===== src/hdl/gli_pkg.sv =====
// Shared constants, types and register codes of the gap linear interpolator.
`default_nettype none

package gli_pkg;

    // Sample and fixed-point widths
    localparam int DATA_W    = 32;
    localparam int FRAC_BITS = 16;
    localparam int DIV_W     = DATA_W + FRAC_BITS;   // scaled magnitude / step width

    // Record indexing
    localparam int                IDX_W      = 21;
    localparam logic [IDX_W-1:0]  MAX_RECORD = IDX_W'(1048576);

    // Gap holding: gap counter and result count of one command
    localparam int               MAX_GAP = 63;
    localparam int               GAP_W   = 6;
    localparam int               CNT_W   = GAP_W + 1;   // up to MAX_GAP + 1 results

    // Command queue depth between front and back
    localparam int QUEUE_DEPTH = 2;

    // Configuration port
    localparam int          ADDR_W      = 3;
    localparam logic [0:0]  REG_INVALID = 1'b0;
    localparam logic [0:0]  REG_FILL    = 1'b1;
    localparam logic [DATA_W-1:0] INVALID_RESET = 32'h8000_0000;

    // Fill mode bits
    localparam int FILL_LEAD_BIT  = 0;
    localparam int FILL_TRAIL_BIT = 1;

    typedef struct packed {
        logic [DATA_W-1:0] invalid_value;
        logic [1:0]        fill_mode;
    } t_cfg;

    // Record summary, carried on the final result of a record
    typedef struct packed {
        logic [IDX_W-1:0] first_idx;
        logic [IDX_W-1:0] last_idx;
        logic [IDX_W-1:0] filled;
        logic             no_good;
        logic             overflowed;
    } t_summary;

    // One command: body_cnt body results (repeated or interpolated), then an
    // optional tail result. Its final result closes the item.
    typedef struct packed {
        logic [CNT_W-1:0]  body_cnt;
        logic [DATA_W-1:0] body_val;    // repeated value, or anchor when interpolating
        logic              body_filled;
        logic              body_inval;
        logic              interp;
        logic              tail;
        logic [DATA_W-1:0] tail_val;    // the good sample, also interpolation end point
        logic              done;
        t_summary          sum;
    } t_cmd;

    typedef struct packed {
        logic [DATA_W-1:0] value;
        logic              was_filled;
        logic              left_invalid;
        logic              run_last;
        logic              record_done;
        t_summary          sum;
    } t_result;

endpackage

`default_nettype wire


===== src/hdl/gli_front.sv =====
// Front end: accepts samples, tracks gap and record state; at most one command a beat.
`default_nettype none

module gli_front (
    input  wire logic                         i_clk,
    input  wire logic                         i_rst_n,
    input  wire gli_pkg::t_cfg                i_cfg,
    input  wire logic                         i_in_valid,
    output logic                              o_in_ready,
    input  wire logic [gli_pkg::DATA_W-1:0]   i_sample_value,
    input  wire logic                         i_record_last,
    input  wire logic                         i_q_full,
    output logic                              o_push,
    output gli_pkg::t_cmd                     o_cmd
);

    logic [gli_pkg::IDX_W-1:0]  r_pos,   n_pos;
    logic [gli_pkg::GAP_W-1:0]  r_gap,   n_gap;
    logic [gli_pkg::DATA_W-1:0] r_anchor, n_anchor;
    logic                       r_seen,  n_seen;
    logic [gli_pkg::IDX_W-1:0]  r_first, n_first;
    logic [gli_pkg::IDX_W-1:0]  r_lastv, n_lastv;
    logic [gli_pkg::IDX_W-1:0]  r_fill,  n_fill;
    logic                       r_broken, n_broken;
    logic                       r_long,  n_long;

    logic                       accept;
    logic                       is_good;
    logic [gli_pkg::CNT_W-1:0]  add_k;
    logic [gli_pkg::IDX_W:0]    fill_sum;
    logic [gli_pkg::IDX_W:0]    len_sum;
    logic [gli_pkg::IDX_W-1:0]  rec_len;
    logic [gli_pkg::GAP_W-1:0]  gap_inc;

    assign o_in_ready = !i_q_full;
    assign accept     = i_in_valid && o_in_ready;
    assign is_good    = i_sample_value != i_cfg.invalid_value;
    assign gap_inc    = r_gap + gli_pkg::GAP_W'(1);

    // Classify the beat and build its command
    always_comb begin
        n_pos    = r_pos;
        n_gap    = r_gap;
        n_anchor = r_anchor;
        n_seen   = r_seen;
        n_first  = r_first;
        n_lastv  = r_lastv;
        n_fill   = r_fill;
        n_broken = r_broken;
        n_long   = r_long;
        o_cmd    = '0;
        o_push   = 1'b0;
        add_k    = '0;
        fill_sum = '0;
        len_sum  = '0;
        rec_len  = '0;

        if (accept) begin
            if (is_good) begin
                // good sample: release held gap, then the sample itself
                o_push           = 1'b1;
                o_cmd.body_cnt   = gli_pkg::CNT_W'(r_gap);
                o_cmd.tail       = 1'b1;
                o_cmd.tail_val   = i_sample_value;
                if (r_gap != '0) begin
                    if (r_seen) begin
                        o_cmd.interp      = 1'b1;
                        o_cmd.body_val    = r_anchor;
                        o_cmd.body_filled = 1'b1;
                        add_k             = gli_pkg::CNT_W'(r_gap);
                    end else if (i_cfg.fill_mode[gli_pkg::FILL_LEAD_BIT]) begin
                        o_cmd.body_val    = i_sample_value;
                        o_cmd.body_filled = 1'b1;
                        add_k             = gli_pkg::CNT_W'(r_gap);
                    end else begin
                        o_cmd.body_val    = i_cfg.invalid_value;
                        o_cmd.body_inval  = 1'b1;
                    end
                end
                n_gap    = '0;
                n_long   = 1'b0;
                n_anchor = i_sample_value;
                if (!r_seen) begin
                    n_first = r_pos;
                end
                n_seen  = 1'b1;
                n_lastv = r_pos;
            end else begin
                o_cmd.body_val   = i_sample_value;
                o_cmd.body_inval = 1'b1;
                priority if (r_long) begin
                    // rest of a broken gap passes at once
                    o_push         = 1'b1;
                    o_cmd.body_cnt = gli_pkg::CNT_W'(1);
                end else if (!r_seen && r_gap == '0
                             && !i_cfg.fill_mode[gli_pkg::FILL_LEAD_BIT]) begin
                    // leading invalid samples without leading fill
                    o_push         = 1'b1;
                    o_cmd.body_cnt = gli_pkg::CNT_W'(1);
                end else if (r_gap >= gli_pkg::GAP_W'(gli_pkg::MAX_GAP)) begin
                    // gap too long: flush held samples and this one unchanged
                    o_push         = 1'b1;
                    o_cmd.body_cnt = gli_pkg::CNT_W'(r_gap) + gli_pkg::CNT_W'(1);
                    n_gap          = '0;
                    n_long         = 1'b1;
                    n_broken       = 1'b1;
                end else begin
                    n_gap = gap_inc;
                    if (i_record_last) begin
                        // trailing gap closes with the record
                        o_push         = 1'b1;
                        o_cmd.body_cnt = gli_pkg::CNT_W'(gap_inc);
                        if (r_seen && i_cfg.fill_mode[gli_pkg::FILL_TRAIL_BIT]) begin
                            o_cmd.body_val    = r_anchor;
                            o_cmd.body_filled = 1'b1;
                            o_cmd.body_inval  = 1'b0;
                            add_k             = gli_pkg::CNT_W'(gap_inc);
                        end
                        n_gap = '0;
                    end
                end
            end

            // saturating fill count
            fill_sum = {1'b0, r_fill} + (gli_pkg::IDX_W+1)'(add_k);
            n_fill   = (fill_sum > (gli_pkg::IDX_W+1)'(gli_pkg::MAX_RECORD))
                     ? gli_pkg::MAX_RECORD : fill_sum[gli_pkg::IDX_W-1:0];

            if (i_record_last) begin
                // summary, then clear the record state
                len_sum = {1'b0, r_pos} + (gli_pkg::IDX_W+1)'(1);
                rec_len = (len_sum > (gli_pkg::IDX_W+1)'(gli_pkg::MAX_RECORD))
                        ? gli_pkg::MAX_RECORD : len_sum[gli_pkg::IDX_W-1:0];
                o_cmd.done           = 1'b1;
                o_cmd.sum.first_idx  = n_seen ? n_first : rec_len;
                o_cmd.sum.last_idx   = n_seen ? n_lastv : rec_len;
                o_cmd.sum.filled     = n_fill;
                o_cmd.sum.no_good    = !n_seen;
                o_cmd.sum.overflowed = n_broken;
                n_pos    = '0;
                n_gap    = '0;
                n_anchor = '0;
                n_seen   = 1'b0;
                n_first  = '0;
                n_lastv  = '0;
                n_fill   = '0;
                n_broken = 1'b0;
                n_long   = 1'b0;
            end else if (r_pos < gli_pkg::MAX_RECORD) begin
                n_pos = r_pos + gli_pkg::IDX_W'(1);
            end
        end
    end

    // Record state
    always_ff @(posedge i_clk) begin
        if (!i_rst_n) begin
            r_pos    <= '0;
            r_gap    <= '0;
            r_anchor <= '0;
            r_seen   <= 1'b0;
            r_first  <= '0;
            r_lastv  <= '0;
            r_fill   <= '0;
            r_broken <= 1'b0;
            r_long   <= 1'b0;
        end else begin
            r_pos    <= n_pos;
            r_gap    <= n_gap;
            r_anchor <= n_anchor;
            r_seen   <= n_seen;
            r_first  <= n_first;
            r_lastv  <= n_lastv;
            r_fill   <= n_fill;
            r_broken <= n_broken;
            r_long   <= n_long;
        end
    end

endmodule

`default_nettype wire


===== src/hdl/gli_queue.sv =====
// Small command queue between the front end and the back end.
`default_nettype none

module gli_queue #(
    parameter int DEPTH = gli_pkg::QUEUE_DEPTH
) (
    input  wire logic           i_clk,
    input  wire logic           i_rst_n,
    input  wire logic           i_push,
    input  wire gli_pkg::t_cmd  i_cmd,
    output logic                o_full,
    output logic                o_valid,
    output gli_pkg::t_cmd       o_cmd,
    input  wire logic           i_pop
);

    localparam int PTR_W = (DEPTH > 1) ? $clog2(DEPTH) : 1;
    localparam int CNT_W = $clog2(DEPTH + 1);

    gli_pkg::t_cmd    r_mem [DEPTH];
    logic [PTR_W-1:0] r_wr_ptr, n_wr_ptr;
    logic [PTR_W-1:0] r_rd_ptr, n_rd_ptr;
    logic [CNT_W-1:0] r_count,  n_count;
    logic             do_push;
    logic             do_pop;

    assign o_full  = r_count == CNT_W'(DEPTH);
    assign o_valid = r_count != '0;
    assign o_cmd   = r_mem[r_rd_ptr];
    assign do_push = i_push && !o_full;
    assign do_pop  = i_pop && o_valid;

    // Pointer and fill bookkeeping
    always_comb begin
        n_wr_ptr = r_wr_ptr;
        n_rd_ptr = r_rd_ptr;
        n_count  = r_count;
        if (do_push) begin
            n_wr_ptr = (r_wr_ptr == PTR_W'(DEPTH - 1)) ? '0 : r_wr_ptr + PTR_W'(1);
        end
        if (do_pop) begin
            n_rd_ptr = (r_rd_ptr == PTR_W'(DEPTH - 1)) ? '0 : r_rd_ptr + PTR_W'(1);
        end
        if (do_push && !do_pop) begin
            n_count = r_count + CNT_W'(1);
        end else if (!do_push && do_pop) begin
            n_count = r_count - CNT_W'(1);
        end
    end

    always_ff @(posedge i_clk) begin
        if (!i_rst_n) begin
            r_wr_ptr <= '0;
            r_rd_ptr <= '0;
            r_count  <= '0;
        end else begin
            r_wr_ptr <= n_wr_ptr;
            r_rd_ptr <= n_rd_ptr;
            r_count  <= n_count;
        end
    end

    // Entry storage
    always_ff @(posedge i_clk) begin
        if (do_push) begin
            r_mem[r_wr_ptr] <= i_cmd;
        end
    end

endmodule

`default_nettype wire


===== src/hdl/gli_back.sv =====
// Back end: serial step division, interpolation and result emission.
`default_nettype none

module gli_back (
    input  wire logic              i_clk,
    input  wire logic              i_rst_n,
    input  wire logic              i_q_valid,
    input  wire gli_pkg::t_cmd     i_q_cmd,
    output logic                   o_q_pop,
    output logic                   o_out_valid,
    input  wire logic              i_out_ready,
    output gli_pkg::t_result       o_result
);

    localparam int BIT_CNT_W = $clog2(gli_pkg::DIV_W);

    typedef enum logic [3:0] {
        S_IDLE = 4'b0001,
        S_DIV  = 4'b0010,
        S_BODY = 4'b0100,
        S_TAIL = 4'b1000
    } t_back_state;

    t_back_state                 r_state, n_state;
    gli_pkg::t_cmd               r_cmd,   n_cmd;
    logic [gli_pkg::CNT_W-1:0]   r_cnt,   n_cnt;
    logic [gli_pkg::CNT_W-1:0]   r_rem,   n_rem;
    logic [gli_pkg::DIV_W-1:0]   r_quo,   n_quo;
    logic [gli_pkg::DIV_W-1:0]   r_step,  n_step;
    logic [gli_pkg::DIV_W-1:0]   r_acc,   n_acc;
    logic                        r_neg,   n_neg;
    logic [BIT_CNT_W-1:0]        r_bit_cnt, n_bit_cnt;
    gli_pkg::t_result            r_out,   n_out;
    logic                        r_out_valid, n_out_valid;

    logic                        out_free;
    logic                        is_final;
    logic [gli_pkg::CNT_W-1:0]   divisor;
    logic [gli_pkg::CNT_W:0]     trial;
    logic [gli_pkg::CNT_W:0]     trial_sub;
    logic                        quo_bit;
    logic [gli_pkg::DATA_W:0]    diff;
    logic [gli_pkg::DATA_W:0]    mag;
    logic                        round_up;
    logic [gli_pkg::DATA_W:0]    q_mag;
    logic [gli_pkg::DATA_W:0]    anchor_ext;
    logic [gli_pkg::DATA_W:0]    interp_val;

    assign out_free = !r_out_valid || i_out_ready;

    // Restoring divider step: one quotient bit per cycle
    assign divisor   = r_cmd.body_cnt + gli_pkg::CNT_W'(1);
    assign trial     = {r_rem, r_quo[gli_pkg::DIV_W-1]};
    assign trial_sub = trial - {1'b0, divisor};
    assign quo_bit   = trial >= {1'b0, divisor};

    // Difference to the next good sample, taken at pop
    assign diff = {i_q_cmd.tail_val[gli_pkg::DATA_W-1], i_q_cmd.tail_val}
                - {i_q_cmd.body_val[gli_pkg::DATA_W-1], i_q_cmd.body_val};
    assign mag  = diff[gli_pkg::DATA_W] ? -diff : diff;

    // Interpolated value: anchor plus floor of the accumulated scaled offset
    assign round_up   = r_neg && (r_acc[gli_pkg::FRAC_BITS-1:0] != '0);
    assign q_mag      = {1'b0, r_acc[gli_pkg::DIV_W-1:gli_pkg::FRAC_BITS]}
                      + (gli_pkg::DATA_W+1)'(round_up);
    assign anchor_ext = {r_cmd.body_val[gli_pkg::DATA_W-1], r_cmd.body_val};
    assign interp_val = r_neg ? anchor_ext - q_mag : anchor_ext + q_mag;

    // Sequencer
    always_comb begin
        n_state     = r_state;
        n_cmd       = r_cmd;
        n_cnt       = r_cnt;
        n_rem       = r_rem;
        n_quo       = r_quo;
        n_step      = r_step;
        n_acc       = r_acc;
        n_neg       = r_neg;
        n_bit_cnt   = r_bit_cnt;
        n_out       = r_out;
        n_out_valid = r_out_valid && !i_out_ready;
        o_q_pop     = 1'b0;
        is_final    = 1'b0;

        unique case (r_state)
            S_IDLE: begin
                if (i_q_valid) begin
                    o_q_pop   = 1'b1;
                    n_cmd     = i_q_cmd;
                    n_cnt     = i_q_cmd.body_cnt;
                    n_neg     = diff[gli_pkg::DATA_W];
                    n_quo     = {mag[gli_pkg::DATA_W-1:0], gli_pkg::FRAC_BITS'(0)};
                    n_rem     = '0;
                    n_bit_cnt = '0;
                    priority if (i_q_cmd.interp) begin
                        n_state = S_DIV;
                    end else if (i_q_cmd.body_cnt != '0) begin
                        n_state = S_BODY;
                    end else begin
                        n_state = S_TAIL;
                    end
                end
            end
            S_DIV: begin
                n_rem     = quo_bit ? trial_sub[gli_pkg::CNT_W-1:0]
                                    : trial[gli_pkg::CNT_W-1:0];
                n_quo     = {r_quo[gli_pkg::DIV_W-2:0], quo_bit};
                n_bit_cnt = r_bit_cnt + BIT_CNT_W'(1);
                if (r_bit_cnt == BIT_CNT_W'(gli_pkg::DIV_W - 1)) begin
                    n_step  = n_quo;
                    n_acc   = n_quo;
                    n_state = S_BODY;
                end
            end
            S_BODY: begin
                if (out_free) begin
                    is_final           = (r_cnt == gli_pkg::CNT_W'(1)) && !r_cmd.tail;
                    n_out_valid        = 1'b1;
                    n_out.value        = r_cmd.interp ? interp_val[gli_pkg::DATA_W-1:0]
                                                      : r_cmd.body_val;
                    n_out.was_filled   = r_cmd.body_filled;
                    n_out.left_invalid = r_cmd.body_inval;
                    n_out.run_last     = is_final;
                    n_out.record_done  = is_final && r_cmd.done;
                    n_out.sum          = (is_final && r_cmd.done) ? r_cmd.sum : '0;
                    n_cnt              = r_cnt - gli_pkg::CNT_W'(1);
                    n_acc              = r_acc + r_step;
                    if (r_cnt == gli_pkg::CNT_W'(1)) begin
                        n_state = r_cmd.tail ? S_TAIL : S_IDLE;
                    end
                end
            end
            S_TAIL: begin
                if (out_free) begin
                    is_final           = 1'b1;
                    n_out_valid        = 1'b1;
                    n_out.value        = r_cmd.tail_val;
                    n_out.was_filled   = 1'b0;
                    n_out.left_invalid = 1'b0;
                    n_out.run_last     = 1'b1;
                    n_out.record_done  = r_cmd.done;
                    n_out.sum          = r_cmd.done ? r_cmd.sum : '0;
                    n_state            = S_IDLE;
                end
            end
            default: begin
                n_state = S_IDLE;
            end
        endcase
    end

    // Control state
    always_ff @(posedge i_clk) begin
        if (!i_rst_n) begin
            r_state     <= S_IDLE;
            r_out_valid <= 1'b0;
        end else begin
            r_state     <= n_state;
            r_out_valid <= n_out_valid;
        end
    end

    // Datapath registers
    always_ff @(posedge i_clk) begin
        r_cmd     <= n_cmd;
        r_cnt     <= n_cnt;
        r_rem     <= n_rem;
        r_quo     <= n_quo;
        r_step    <= n_step;
        r_acc     <= n_acc;
        r_neg     <= n_neg;
        r_bit_cnt <= n_bit_cnt;
        r_out     <= n_out;
    end

    assign o_out_valid = r_out_valid;
    assign o_result    = r_out;

endmodule

`default_nettype wire


===== src/hdl/gap_linear_interpolator_unit.sv =====
// Gap linear interpolator: top level with configuration registers.
//
// Input channel (i_in_valid / o_in_ready) takes one signed 32-bit sample per
// beat, with i_record_last on the final sample of a record. Samples equal to
// the invalid code are held as a gap of up to 63; the next good sample
// releases the gap, linearly interpolated when a good sample came before,
// then itself. Results leave on the output channel (o_out_valid /
// i_out_ready), several or none per input beat; o_run_last marks the final
// result of a beat, o_record_done the record's. A good sample with no gap
// passes the queue, the back-end command register and the output register.
// An interpolated gap takes a step from a restoring divider giving one
// quotient bit per cycle, then one result per cycle while the receiver is
// ready. The back-end sequencer pops a command, then emits its results.
// A two-entry command queue separates front and back; when the receiver
// stalls, the output register holds, the queue fills and o_in_ready drops.
// Reset (synchronous, i_rst_n low) clears record state and the queue and
// sets invalid code -2^31 and fill mode 0. Write registers only when idle.
`default_nettype none

module gap_linear_interpolator_unit #(
    parameter int QUEUE_DEPTH = gli_pkg::QUEUE_DEPTH
) (
    input  wire logic                                 i_clk,
    input  wire logic                                 i_rst_n,
    // configuration port
    input  wire logic                                 psel,
    input  wire logic                                 penable,
    input  wire logic                                 pwrite,
    input  wire logic [gli_pkg::ADDR_W-1:0]           paddr,
    input  wire logic [31:0]                          pwdata,
    output logic [31:0]                               prdata,
    output logic                                      pready,
    // input channel
    input  wire logic                                 i_in_valid,
    output logic                                      o_in_ready,
    input  wire logic signed [gli_pkg::DATA_W-1:0]    i_sample_value,
    input  wire logic                                 i_record_last,
    // output channel
    output logic                                      o_out_valid,
    input  wire logic                                 i_out_ready,
    output logic signed [gli_pkg::DATA_W-1:0]         o_out_value,
    output logic                                      o_was_filled,
    output logic                                      o_left_invalid,
    output logic                                      o_run_last,
    output logic                                      o_record_done,
    output logic [gli_pkg::IDX_W-1:0]                 o_first_good_index,
    output logic [gli_pkg::IDX_W-1:0]                 o_last_good_index,
    output logic [gli_pkg::IDX_W-1:0]                 o_filled_total,
    output logic                                      o_no_good_data,
    output logic                                      o_gap_overflowed
);

    logic [gli_pkg::DATA_W-1:0] r_invalid_value;
    logic [1:0]                 r_fill_mode;
    logic                       cfg_wr;
    logic [0:0]                 reg_sel;

    gli_pkg::t_cfg              cfg;
    gli_pkg::t_cmd              front_cmd;
    gli_pkg::t_cmd              q_cmd;
    gli_pkg::t_result           result;
    logic                       front_push;
    logic                       q_full;
    logic                       q_valid;
    logic                       q_pop;

    // Register port
    assign pready  = 1'b1;
    assign reg_sel = paddr[gli_pkg::ADDR_W-1:2];
    assign cfg_wr  = psel && penable && pwrite && pready;

    always_ff @(posedge i_clk) begin
        if (!i_rst_n) begin
            r_invalid_value <= gli_pkg::INVALID_RESET;
            r_fill_mode     <= '0;
        end else if (cfg_wr) begin
            unique case (reg_sel)
                gli_pkg::REG_INVALID: r_invalid_value <= pwdata;
                gli_pkg::REG_FILL:    r_fill_mode     <= pwdata[1:0];
                default:              r_fill_mode     <= r_fill_mode;
            endcase
        end
    end

    always_comb begin
        unique case (reg_sel)
            gli_pkg::REG_INVALID: prdata = r_invalid_value;
            gli_pkg::REG_FILL:    prdata = {30'd0, r_fill_mode};
            default:              prdata = '0;
        endcase
    end

    assign cfg.invalid_value = r_invalid_value;
    assign cfg.fill_mode     = r_fill_mode;

    // Front end
    gli_front u_front (
        .i_clk          (i_clk),
        .i_rst_n        (i_rst_n),
        .i_cfg          (cfg),
        .i_in_valid     (i_in_valid),
        .o_in_ready     (o_in_ready),
        .i_sample_value (i_sample_value),
        .i_record_last  (i_record_last),
        .i_q_full       (q_full),
        .o_push         (front_push),
        .o_cmd          (front_cmd)
    );

    // Command queue
    gli_queue #(
        .DEPTH (QUEUE_DEPTH)
    ) u_queue (
        .i_clk   (i_clk),
        .i_rst_n (i_rst_n),
        .i_push  (front_push),
        .i_cmd   (front_cmd),
        .o_full  (q_full),
        .o_valid (q_valid),
        .o_cmd   (q_cmd),
        .i_pop   (q_pop)
    );

    // Back end
    gli_back u_back (
        .i_clk       (i_clk),
        .i_rst_n     (i_rst_n),
        .i_q_valid   (q_valid),
        .i_q_cmd     (q_cmd),
        .o_q_pop     (q_pop),
        .o_out_valid (o_out_valid),
        .i_out_ready (i_out_ready),
        .o_result    (result)
    );

    // Result fields
    assign o_out_value        = $signed(result.value);
    assign o_was_filled       = result.was_filled;
    assign o_left_invalid     = result.left_invalid;
    assign o_run_last         = result.run_last;
    assign o_record_done      = result.record_done;
    assign o_first_good_index = result.sum.first_idx;
    assign o_last_good_index  = result.sum.last_idx;
    assign o_filled_total     = result.sum.filled;
    assign o_no_good_data     = result.sum.no_good;
    assign o_gap_overflowed   = result.sum.overflowed;

    // Checks
    a_done_is_run_last: assert property (@(posedge i_clk) disable iff (!i_rst_n)
        (o_out_valid && o_record_done) |-> o_run_last)
        else $error("record_done beat without run_last");

    a_summary_zero: assert property (@(posedge i_clk) disable iff (!i_rst_n)
        (o_out_valid && !o_record_done) |->
        (o_filled_total == '0 && o_first_good_index == '0 && o_last_good_index == '0
         && !o_no_good_data && !o_gap_overflowed))
        else $error("summary fields set outside record end");

    a_fill_flags: assert property (@(posedge i_clk) disable iff (!i_rst_n)
        o_out_valid |-> !(o_was_filled && o_left_invalid))
        else $error("beat both filled and invalid");

    a_no_good_index: assert property (@(posedge i_clk) disable iff (!i_rst_n)
        (o_out_valid && o_record_done && o_no_good_data) |->
        (o_first_good_index == o_last_good_index && o_filled_total == '0))
        else $error("empty record summary inconsistent");

endmodule

`default_nettype wire

===== config.mk =====
export PLATFORM = sky130hd
export DESIGN_NAME = gap_linear_interpolator_unit
export DESIGN_NICKNAME = d
export VERILOG_FILES = /design/src/hdl/gli_pkg.sv /design/src/hdl/gli_front.sv /design/src/hdl/gli_queue.sv /design/src/hdl/gli_back.sv /design/src/hdl/gap_linear_interpolator_unit.sv
export SDC_FILE = /design/constraint.sdc
export NUM_CORES = 2
export LEC_CHECK = 0
export BUFFER_PORTS_ARGS = -buffer_cell sky130_fd_sc_hd__clkbuf_2
export CORE_ASPECT_RATIO = 1.4
export CORE_MARGIN = 2
export CORE_UTILIZATION = 50
export CTS_BUF_LIST = sky130_fd_sc_hd__clkbuf_4 sky130_fd_sc_hd__clkbuf_8
export CTS_CLUSTER_DIAMETER = 150
export DETAILED_ROUTE_END_ITERATION = 7
export GPL_TIMING_DRIVEN = 0
export HOLD_SLACK_MARGIN = 0.15
export PLACE_DENSITY_LB_ADDON = 0.2
export SKIP_LAST_GASP = 1
export SYNTH_ARGS = -nofsm -noshare
export SYNTH_HDL_FRONTEND = slang
export SYNTH_HIERARCHICAL = 1
export SYNTH_SLANG_ARGS = --single-unit

===== constraint.sdc =====
create_clock -name i_clk -period 23.5 [get_ports i_clk]
set_input_delay 3.525 -clock i_clk [delete_from_list [all_inputs] [get_ports i_clk]]
set_output_delay 3.525 -clock i_clk [all_outputs]
set_load 0.02 [all_outputs]

==> metrics.md <==
| Metric | Value |
|---|---|
| Status | `complete, but fails checks` |
| Failing checks | `capacitance limit, slew limit` |
| Mux share of post-synthesis cell area | `7.40%` |
| Final Hold Vio Count | `0` |
| Initial antenna violation count | `5` |
| Final Critical Period | `10.53 ns` |
| CTS buffer count | `134` |
| RSZ-0062 raised after global routing | `no` |
| Fin. max-slew vios | `5` |
| Unique cell type count in the Yosys netlist | `108` |
| Adder-Cell Fraction of Synth Area | `3.91%` |
| Root Driver | `clkbuf_8` |
| Final setup vio count | `0` |
| Endpoint kind of the worst setup timing path | `flop` |
| CP startpoint kind | `input pin` |
| GPL Wtd Cong | `0.988` |
| Largest fanout on the critical path | `10` |
| Final Cell Area | `51700 sq um` |
| NetSw | `2.26 mW` |
| Total negative slack | `0 ns` |
| Required @ worst endpoint | `24.17 ns` |
| Worst Max-Slew Pin Slew | `1.56 ns` |
| Gr usage total | `27.3%` |
| Comb pwr share | `40.4%` |
| Sequential share of the synthesized area | `52.6%` |
| Leak | `19.2 nW` |
| Crit share post-route | `44.8%` |
| Syn Area/Cell | `11.1 sq um` |
| Worst-Skew Late Latency | `0.86 ns` |
| VDD IR-drop max | `0.104 mV` |
| Synth Area in XOR/XNOR | `5.30%` |
| CTS H-tree depth | `4` |
| DR vias/cell | `5.82` |
| Simple-Gate Fraction of Synth Area | `14.9%` |
| Via count | `33800` |
| CTS clk-pin slew, worst paths | `0.06 ns` |
| CP Class | `in2reg` |
| Hold WC Path Type | `reg2reg` |
| Largest net degree at the start of global routing | `92` |
| Hpwl dp | `98000 um` |
| Multi-input logic area | `20200 sq um` |
| Layout cells sized above 1 | `15.6%` |
| DRT iter0 DRCs | `2549` |
| Setup bufs post-CTS | `0` |
| Vias in the first global route | `33500` |
| Clock Path Buffers | `3` |
| Top FF cell, synth | `edfxtp_1` |
| Starting Density | `50.4%` |
| Cells after DPL | `5564` |
| Worst Path Arrival | `11.20 ns` |
| Final wirelength | `130000 um` |
| Die H | `362 um` |
| Pint | `3.75 mW` |
| Sw frac | `37.6%` |
| Post-synthesis compound-gate area fraction | `12.5%` |
| Die Wd | `260 um` |
| Drt first pass iters | `7` |
| IO Pins | `211` |
| Core ar. | `90800 sq um` |
| Clk network pwr share | `22.2%` |
| Cell count after synthesis | `4138` |
| Maxcap violations | `1` |
| TritonCTS clock tree | `built` |
| PwrDens | `116 nW/um^2` |
| Number of flops mapped to enable cells by yosys | `689` |
| Flop pwr share | `37.3%` |
| Area delta synth->final | `13.0%` |
| DRC errors left | `0` |
| Area post-placement | `48800 sq um` |
| Rows | `131` |
| Flops & latches, synth | `858` |
| # resized after CTS | `0` |
| Global route overflow | `0` |
| CTS sink cnt | `858` |
| Ys async rst share | `0%` |
| Antenna viol nets, final | `0` |
| Yosys warning count | `6` |
| Die area | `93900 sq um` |
| Max Clock Freq | `0.0949 GHz` |
| Syn Std Cell Area | `45700 sq um` |
| Filler Cell Count | `7868` |
| Largest family of logic cells by synthesized area | `simple AND/OR/NAND/NOR gates` |
| DR WL/cell | `22.3 um` |
| Storage cell area | `24100 sq um` |
| Rel. slew slack | `-5.27%` |
| Final Skew | `0.0409 ns` |
| Syn_nets | `4353` |
| Buffers on Ports | `206` |
| Post-CTS Hold Buffers | `0` |
| Fin cells | `5811` |
| First-pass GRT wire length | `195000 um` |
| # nets final | `4719` |
==> critical path, stage by stage <==
cell and delay (ns):
clkbuf_2 0.13, xnor2_1 0.39, nand4_1 0.19, nor4_1 1.30, nand2_1 0.70, clkbuf_1 0.45, clkbuf_1 0.41, clkbuf_1 0.53
xnor2_1 0.31, nor2_1 0.07, ha_1 0.24, fa_1 0.45, a211oi_2 0.40, o21a_1 0.38, xnor2_1 0.15, nor4_1 0.30
nand4b_1 0.23, nor3_4 0.42, o21ai_4 0.17, buf_2 0.23, nor2_1 0.22
==> cell type report <==
class / instances / area share (%)
antenna: 4 / 0.0194
clock inverter: 62 / 1.12
sequential: 858 / 46.6
buffer: 236 / 2.21
tap: 1197 / 2.90
inverter: 101 / 0.743
multi-input combinational: 2943 / 39.1
timing repair buffer: 230 / 2.97
clock buffer: 180 / 4.37
==> worst paths after layout <==
kind / start / slack, ns / endpoint / cells past startpoint
setup reg to reg: r_invalid_value[28]$_SDFFE_PN0P_ / 15.41 / u_queue/r_mem[1][19]$_DFFE_PP_ / 20
setup / recovery: i_sample_value[2] / 12.97 / u_queue/r_mem[1][19]$_DFFE_PP_ / 21
hold / removal: u_back/r_quo[2]$_SDFFCE_PN0P_ / 0.46 / u_back/r_step[3]$_DFFE_PP_ / 0
hold reg to reg: u_back/r_quo[2]$_SDFFCE_PN0P_ / 0.46 / u_back/r_step[3]$_DFFE_PP_ / 0
==> through the flow <==
step	utilization, %	worst slack (ns)	hold slack (ns)	total power, mW
6_report	56.9	12.97	0.464	6.02
5_1_grt	56.9	13.11	0.483	6.33
4_1_cts	56.9	13.38	0.464	6.03
3_5_place_dp	53.8	12.43	0.460	4.68
3_3_place_gp	53.1	9.24	0.452	4.66
2_1_floorplan	-	13.04	0.437	3.95
==> layer usage <==
metal	vias up	global-route usage, %	routed length [um]
met5	-	0	16
met4	2	13.3	6470
met3	329	4.79	7030
met2	1149	48.4	65900
met1	16400	31.7	50400
li1	16000	-	-
==> kinds of logic after synthesis <==
group / Yosys count
flip-flops: 858
AO/OA/AOI/OAI: 888
buffers and inverters: 337
multiplexers: 286
adder cells (fa/ha/maj): 140
XOR/XNOR: 276
AND/OR/NAND/NOR: 1352
other: 1
==> state kept, by name, summed over array words and instances (netlist names), 21 cells and up, named ones only <==
name,count
u_back/r_acc,48
u_back/r_cmd,109
u_front/r_pos,21
u_back/anchor_ext,32
u_front/r_lastv,21
u_back/r_step,48
u_queue/r_mem,282
u_back/r_quo,48
u_front/r_first,21
u_back/o_result,101
u_front/r_anchor,32
u_front/r_fill,21
r_invalid_value,32
==> cell usage after synthesis, drive strengths merged (15+ instances only) <==
master / n / area, sq um
a211oi: 19 / 163
a21boi: 19 / 143
a21o: 50 / 375
a21oi: 223 / 1130
a22o: 34 / 298
a22oi: 60 / 450
a31oi: 71 / 444
and2: 59 / 369
and3: 143 / 905
buf: 68 / 500
clkbuf: 167 / 631
dfxtp: 169 / 3380
edfxtp: 689 / 20700
ha: 135 / 1690
inv: 101 / 379
mux2: 148 / 2000
mux2i: 138 / 1380
nand2: 357 / 1340
nand2b: 23 / 144
nand3: 78 / 413
nand4: 43 / 275
nor2: 332 / 1250
nor2b: 119 / 744
nor3: 67 / 352
nor4: 28 / 226
o21a: 32 / 240
o21ai: 235 / 1190
o21bai: 16 / 120
o31ai: 15 / 128
or3: 27 / 169
xnor2: 157 / 1380
xor2: 119 / 1040
==> power groups by stage <==
stage	clock, mW	combinational [mW]	sequential, mW
2_1_floorplan	0	1.67	2.28
3_3_place_gp	0	2.32	2.34
3_5_place_dp	0	2.40	2.27
4_1_cts	1.37	2.42	2.24
5_1_grt	1.43	2.63	2.27
6_report	1.34	2.43	2.25
==> layout by cell type (no fill, tap or decap), drive strengths merged, types with 119 or more instances in the layout <==
| cell | instances |
|---|---|
| edfxtp | 689 |
| clkbuf | 553 |
| nand2 | 357 |
| nor2 | 332 |
| o21ai | 235 |
| a21oi | 223 |
| dfxtp | 169 |
| xnor2 | 157 |
| mux2 | 148 |
| and3 | 143 |
| mux2i | 138 |
| ha | 135 |
| nor2b | 119 |
| xor2 | 119 |
Note: power is estimated with default switching activity, not from simulation.
